## src/design/m6502_pkg.sv

```systemverilog
package m6502_pkg;

	// Default size of the byte memory.
	localparam int unsigned M6502_MEM_BYTES = 65536;

	// Opcodes the core executes.
	localparam logic [7:0] OP_LDA_IMM = 8'hA9;
	localparam logic [7:0] OP_LDA_ZP  = 8'hA5;
	localparam logic [7:0] OP_LDA_ZPX = 8'hB5;
	localparam logic [7:0] OP_JSR     = 8'h20;

	localparam logic [15:0] PC_RESET  = 16'hFFFC;
	localparam logic [7:0]  SP_RESET  = 8'hFF;
	localparam logic [7:0]  SIGN_BIT  = 8'b1000_0000;

	// Cycle counts charged per instruction class.
	localparam logic [2:0] CYC_WRITE   = 3'd0;
	localparam logic [2:0] CYC_UNKNOWN = 3'd1;
	localparam logic [2:0] CYC_LDA_IMM = 3'd2;
	localparam logic [2:0] CYC_LDA_ZP  = 3'd3;
	localparam logic [2:0] CYC_LDA_ZPX = 3'd4;
	localparam logic [2:0] CYC_JSR     = 3'd6;

	typedef logic [4:0] upc_t;

	// Microprogram step addresses.
	localparam upc_t UPC_E0 = 5'd0;   // opcode fetch
	localparam upc_t UPC_E1 = 5'd1;   // opcode dispatch
	localparam upc_t UPC_U0 = 5'd2;   // unknown opcode
	localparam upc_t UPC_I0 = 5'd3;
	localparam upc_t UPC_I1 = 5'd4;
	localparam upc_t UPC_Z0 = 5'd5;
	localparam upc_t UPC_Z1 = 5'd6;
	localparam upc_t UPC_Z2 = 5'd7;
	localparam upc_t UPC_X0 = 5'd8;
	localparam upc_t UPC_X1 = 5'd9;
	localparam upc_t UPC_X2 = 5'd10;
	localparam upc_t UPC_J0 = 5'd11;
	localparam upc_t UPC_J1 = 5'd12;
	localparam upc_t UPC_J2 = 5'd13;
	localparam upc_t UPC_J3 = 5'd14;
	localparam upc_t UPC_J4 = 5'd15;
	localparam upc_t UPC_W0 = 5'd16;
	localparam upc_t UPC_W1 = 5'd17;
	localparam upc_t UPC_W2 = 5'd18;

	typedef enum logic [1:0] {
		ADDR_PC,
		ADDR_ZP,
		ADDR_STACK,
		ADDR_RED
	} addr_sel_t;

	typedef enum logic [1:0] {
		WD_IN,
		WD_RET_HI,
		WD_RET_LO
	} wd_sel_t;

	typedef enum logic [1:0] {
		SEQ_NEXT,
		SEQ_DISPATCH,
		SEQ_DONE
	} seq_t;

	typedef enum logic {
		RED_IN,
		RED_TARGET
	} red_sel_t;

	typedef struct packed {
		addr_sel_t  addr_sel;
		logic       mem_rd;
		logic       mem_wr;
		wd_sel_t    wd_sel;
		logic       pc_inc;
		logic       sp_dec;
		logic       ld_lo;
		logic       ld_acc;
		logic       zp_x;
		logic       red_start;
		red_sel_t   red_sel;
		logic       pc_jump;
		logic       unknown;
		logic [2:0] cycles;
		seq_t       seq;
		upc_t       next;
	} ucw_t;

	// Microcode ROM. A read issued in one step returns its byte in the next.
	function automatic ucw_t ucode(input upc_t upc);
		ucw_t w;
		w = '0;
		case (upc)
			UPC_E0: begin
				w.addr_sel = ADDR_PC;
				w.mem_rd   = 1'b1;
				w.pc_inc   = 1'b1;
				w.next     = UPC_E1;
			end
			UPC_E1: begin
				w.seq = SEQ_DISPATCH;
			end
			UPC_U0: begin
				w.unknown = 1'b1;
				w.cycles  = CYC_UNKNOWN;
				w.seq     = SEQ_DONE;
			end
			UPC_I0: begin
				w.addr_sel = ADDR_PC;
				w.mem_rd   = 1'b1;
				w.pc_inc   = 1'b1;
				w.next     = UPC_I1;
			end
			UPC_I1: begin
				w.ld_acc = 1'b1;
				w.cycles = CYC_LDA_IMM;
				w.seq    = SEQ_DONE;
			end
			UPC_Z0: begin
				w.addr_sel = ADDR_PC;
				w.mem_rd   = 1'b1;
				w.pc_inc   = 1'b1;
				w.next     = UPC_Z1;
			end
			UPC_Z1: begin
				w.addr_sel = ADDR_ZP;
				w.mem_rd   = 1'b1;
				w.next     = UPC_Z2;
			end
			UPC_Z2: begin
				w.ld_acc = 1'b1;
				w.cycles = CYC_LDA_ZP;
				w.seq    = SEQ_DONE;
			end
			UPC_X0: begin
				w.addr_sel = ADDR_PC;
				w.mem_rd   = 1'b1;
				w.pc_inc   = 1'b1;
				w.next     = UPC_X1;
			end
			UPC_X1: begin
				w.addr_sel = ADDR_ZP;
				w.zp_x     = 1'b1;
				w.mem_rd   = 1'b1;
				w.next     = UPC_X2;
			end
			UPC_X2: begin
				w.ld_acc = 1'b1;
				w.cycles = CYC_LDA_ZPX;
				w.seq    = SEQ_DONE;
			end
			UPC_J0: begin
				w.addr_sel = ADDR_PC;
				w.mem_rd   = 1'b1;
				w.pc_inc   = 1'b1;
				w.next     = UPC_J1;
			end
			UPC_J1: begin
				w.ld_lo    = 1'b1;
				w.addr_sel = ADDR_PC;
				w.mem_rd   = 1'b1;
				w.pc_inc   = 1'b1;
				w.next     = UPC_J2;
			end
			UPC_J2: begin
				w.red_start = 1'b1;
				w.red_sel   = RED_TARGET;
				w.addr_sel  = ADDR_STACK;
				w.mem_wr    = 1'b1;
				w.wd_sel    = WD_RET_HI;
				w.sp_dec    = 1'b1;
				w.next      = UPC_J3;
			end
			UPC_J3: begin
				w.addr_sel = ADDR_STACK;
				w.mem_wr   = 1'b1;
				w.wd_sel   = WD_RET_LO;
				w.sp_dec   = 1'b1;
				w.next     = UPC_J4;
			end
			UPC_J4: begin
				w.pc_jump = 1'b1;
				w.cycles  = CYC_JSR;
				w.seq     = SEQ_DONE;
			end
			UPC_W0: begin
				w.red_start = 1'b1;
				w.red_sel   = RED_IN;
				w.next      = UPC_W1;
			end
			UPC_W1: begin
				w.next = UPC_W2;
			end
			UPC_W2: begin
				w.addr_sel = ADDR_RED;
				w.mem_wr   = 1'b1;
				w.wd_sel   = WD_IN;
				w.cycles   = CYC_WRITE;
				w.seq      = SEQ_DONE;
			end
			default: begin
				w.cycles = CYC_UNKNOWN;
				w.seq    = SEQ_DONE;
			end
		endcase
		return w;
	endfunction

endpackage

```

## src/design/m6502_addr_mod.sv

```systemverilog
// Two-stage reduction of a 16-bit address modulo the memory size.
// Stage one estimates the quotient by a reciprocal multiply; stage two
// subtracts quotient times size and corrects by one size at most.
module m6502_addr_mod import m6502_pkg::*; #(
	parameter int unsigned MEM_BYTES = M6502_MEM_BYTES,
	localparam int unsigned AW = $clog2(MEM_BYTES)
) (
	input  logic          clk,
	input  logic          load,
	input  logic [15:0]   addr,
	output logic [AW-1:0] rem
);

	localparam int unsigned RECIP = 32'h0100_0000 / MEM_BYTES;
	localparam logic [16:0] RECIP_W = 17'(RECIP);
	localparam logic [17:0] SIZE_W = 18'(MEM_BYTES);

	logic [15:0]   addr_s1;
	logic [7:0]    quot_s1;
	logic [AW-1:0] rem_s2;
	logic [31:0]   prod;
	logic [24:0]   qm;
	logic [17:0]   diff;
	logic [17:0]   fixed;

	assign prod  = 32'(addr) * 32'(RECIP_W);
	assign qm    = 25'(quot_s1) * 25'(SIZE_W);
	assign diff  = 18'(25'(addr_s1) - qm);
	assign fixed = (diff >= SIZE_W) ? (diff - SIZE_W) : diff;

	always_ff @(posedge clk) begin
		if (load) begin
			addr_s1 <= addr;
			quot_s1 <= prod[31:24];
		end
		rem_s2 <= fixed[AW-1:0];
	end

	assign rem = rem_s2;

endmodule

```

## config.mk

```make
export PLATFORM = sky130hd
export DESIGN_NAME = m6502_addr_mod
export DESIGN_NICKNAME = d
export VERILOG_FILES = /design/src/design/m6502_pkg.sv /design/src/design/m6502_addr_mod.sv
export SDC_FILE = /design/constraint.sdc
export NUM_CORES = 1
export LEC_CHECK = 0
export BUFFER_PORTS_ARGS = -buffer_cell sky130_fd_sc_hd__buf_2
export CAP_MARGIN = 25
export CORE_UTILIZATION = 43
export CTS_CLUSTER_DIAMETER = 50
export DETAILED_ROUTE_END_ITERATION = 7
export GPL_ROUTABILITY_DRIVEN = 0
export PLACE_DENSITY = 0.73
export REMOVE_ABC_BUFFERS = 1
export SETUP_SLACK_MARGIN = 0.5
export SLEW_MARGIN = 25
export SYNTH_ARGS = -nofsm -noshare
export SYNTH_HDL_FRONTEND = slang
export SYNTH_SLANG_ARGS = --single-unit
```

## constraint.sdc

```tcl
create_clock -name clk -period 0.8 [get_ports clk]
set_clock_uncertainty 0.15 [all_clocks]
set_input_delay 0.16 -clock clk [delete_from_list [all_inputs] [get_ports clk]]
set_output_delay 0.16 -clock clk [all_outputs]
set_load 0.05 [all_outputs]
```

==> flow_summary.yaml <==
timing:
  finalWorstSetupSlack_ns: -0.315
  timing.final.setup_violations: 16
  finalHoldWorstSlack_ns: -0.148
  timing_hold_violations_final: 16
  worst_slew_pin_slew_ns: 0.109
  finalCriticalPeriod_ns: 1.12
  sum_neg_setup_slack_ns: -4.81
  fin_crit_sh_pct: 139
  relative_slew_slack_pct: 92.8
  fmax_ghz: 0.897
  drv_slew: 0
  rsz0062_at_grt: "true"
yosys:
  synth_top_flop_cell: "sky130_fd_sc_hd__edfxtp_1"
  postSynthRegisterBits: 32
  yosysTopAreaCell: "sky130_fd_sc_hd__edfxtp_1"
  post_synth.cell_area_avg_um2: 25.0
  synth.cells.most_frequent: "sky130_fd_sc_hd__dfxtp_1, sky130_fd_sc_hd__edfxtp_1"
  ys_top_cells_by_area: "sky130_fd_sc_hd__edfxtp_1, sky130_fd_sc_hd__dfxtp_1"
  synth.yosys.seq_area_share_pct: 100
  synth-edff-count: 16
  yosys_warnings: 0
  synthesis.instances: 32
  netlist-cell-type-count: 2
  async_flop_share_pct: 0
  yosys.area.top_type_share_pct: 60.0
  synthesis.area_um2: 801
min_path:
  timing.hold.worst_endpoint: "addr_s1[14]"
  whs_path_depth: 1
  timing.hold.worst.class: "primary input to flip-flop"
  holdCritStartpoint: "addr[14]"
floorplanning:
  io-pin-count: 34
  placementRows: 15
  die_area_um2: 2040
  effective_utilization_at_floorplan_pct: 46.4
  core-area_um2: 1730
  die-height_um: 45.2
  die_w_um: 45.2
critical_path:
  cp_cell_sequence: "buf_8"
  setup.reg_to_reg.worst_slack_ns: 0.15
  endpoint_of_the_most_critical_register_to_register_path: "rem[0]"
  critical_path_buf_inv_count: 1
  path_delay_family: "flip-flops"
  worstSetupPathType: "flip-flop to output port"
  worstReg2RegStart: "addr_s1[0]"
  cp-end-kind: "output port"
  slowest_delay_ns: 0.35
  timing.reg2reg.worst_path_depth: 0
  required_ns: 0.49
  arrival_ns: 0.81
  slowest_stage: "sky130_fd_sc_hd__dfxtp_2"
  setup.worst_path.start_class: "flip-flop"
  worst-path-max-fanout: 1
grt:
  grt_overflow_total: 0
  grt_max_degree: 10
  grt.total_usage_pct: 13.7
  antenna_violations_before_repair: 0
  number_of_global_route_vias_before_repair: 386
  grt_first_pass_wirelength_um: 1710
cts:
  clk_sink_count: 32
  path_clk_slew_ns: 0.09
  ctsRootBufferMaster: "sky130_fd_sc_hd__clkbuf_4"
  tritoncts: "built"
  max-clock-path-buffers: 2
  cts_buffers: 5
  clock_insertion_delay_worst_skew_ns: 0.31
  post_cts.repair.setup_buffers: 0
  htree_num_levels: 2
status:
  result_of_the_run: "complete, but fails checks"
  violations: "negative hold slack, negative setup slack"
power:
  peakVddDrop_uv: 1790
  static-leakage-power_uw: 0.000567
  pwr_density_cell_nw_per_um2: 2430
  sequentialPowerShare_pct: 56.9
  power_switching_share_pct: 23.9
  clkPwrFrac_pct: 26.9
  total_internal_power_uw: 2570
  combPwrFrac_pct: 16.2
  p_sw_uw: 807
finish:
  fraction_of_layout_cells_with_a_size_suffix_above_1_pct: 76.0
  area_growth_syn_to_layout_pct: 73.1
  net_count_reported_at_finish: 92
  post-route-util_pct: 80.3
  layout.filler_cells: 101
  final_area_um2: 1390
  post_layout_nonfiller_instances: 100
  seq_area_um2: 821
  multi_input_comb_cells: 0
  multi_input_comb_area_um2: 0
  antenna_cells_inserted: 0
detailed_routing:
  drtPass1Iterations: 1
  viasPerCell: 4.06
  met3WireLength_um: 74
  drcViolationCount: 0
  avgRoutedWirePerCell_um: 12.1
  detailroute.wirelength.met2_um: 711
  postRouteAntennaNets: 0
  vias: 406
  dr.max_layer_used: "met4"
  routed_wire_length_um: 1210
  drt_iter0_drc: 0
  route.layer.met1.wl_um: 399
flow_run:
  max_cap_violations: 0
place:
  place_ws_ns: -0.0660
  cell_area_after_placement_um2: 1020
  place.port_buffers: 33
  placed_cells: 91
  detailedPlacementHpwl_um: 627
-- logic make-up after synthesis --
family  synth area share, %
flops                   100
-- through the flow --
step / total power [uW] / hold slack [ns]
final: 3380 / -0.148
after global routing: 3500 / -0.171
after CTS: 3340 / -0.160
after detailed placement: 2270 / 0.177
after global placement: 2270 / 0.173
after floorplan: 2150 / 0.109
-- power groups by stage --
stage | clock network (uW) | registers [uW] | logic (uW)
after detailed placement | 0 | 1920 | 356
after CTS | 928 | 1910 | 505
final | 908 | 1920 | 546
after global routing | 1000 | 1930 | 563
after floorplan | 0 | 2150 | 0
after global placement | 0 | 1910 | 354
-- how the worst max path moves through the flow --
stage / slack [ns] / cells past startpoint / startpoint / to
4_1_cts: -0.32 / 1 / rem[3] / rem[3]
3_5_place_dp: -0.07 / 1 / rem[3] / rem[3]
6_report: -0.32 / 1 / rem[8] / rem[8]
5_1_grt: -0.34 / 1 / rem[8] / rem[8]
3_3_place_gp: -0.06 / 1 / rem[1] / rem[1]
2_1_floorplan: -0.1 / 0 / rem[0] / rem[0]
-- layout by cell type, fill, tap and decap left out --
| cell | n |
|---|---|
| sky130_fd_sc_hd__buf_16 | 1 |
| sky130_fd_sc_hd__clkbuf_4 | 5 |
| sky130_fd_sc_hd__buf_12 | 1 |
| sky130_fd_sc_hd__dfxtp_2 | 16 |
| sky130_fd_sc_hd__buf_8 | 15 |
| sky130_fd_sc_hd__buf_6 | 18 |
| sky130_fd_sc_hd__clkbuf_1 | 2 |
| sky130_fd_sc_hd__edfxtp_1 | 16 |
| sky130_fd_sc_hd__clkbuf_8 | 1 |
-- per-layer routing --
| layer | track usage [%] | up-vias |
|---|---|---|
| li1 | - | 199 |
| met4 | 9.09 | 0 |
| met5 | 0 | - |
| met2 | 21.7 | 22 |
| met3 | 8.40 | 3 |
| met1 | 13.2 | 182 |
-- registers in the layout (all words and copies together), names as in the netlist --
name,count
addr_s1,16
rem,16
-- repair_timing --
| item | in CTS | in global routing |
|---|---|---|
| cloned | 1 | 0 |
| resized for setup | 69 | 13 |
| endpoints found under the setup margin | 64 | 48 |
| endpoints found under the hold margin | 16 | 16 |
-- area by class of cell --
class                   instances  share of cell area [%]
flip-flops and latches         32                    59.2
well taps                      25                    2.26
repair buffers                 35                    34.3
clock buffers                   8                    4.24
(Power assumes the default switching activity.)
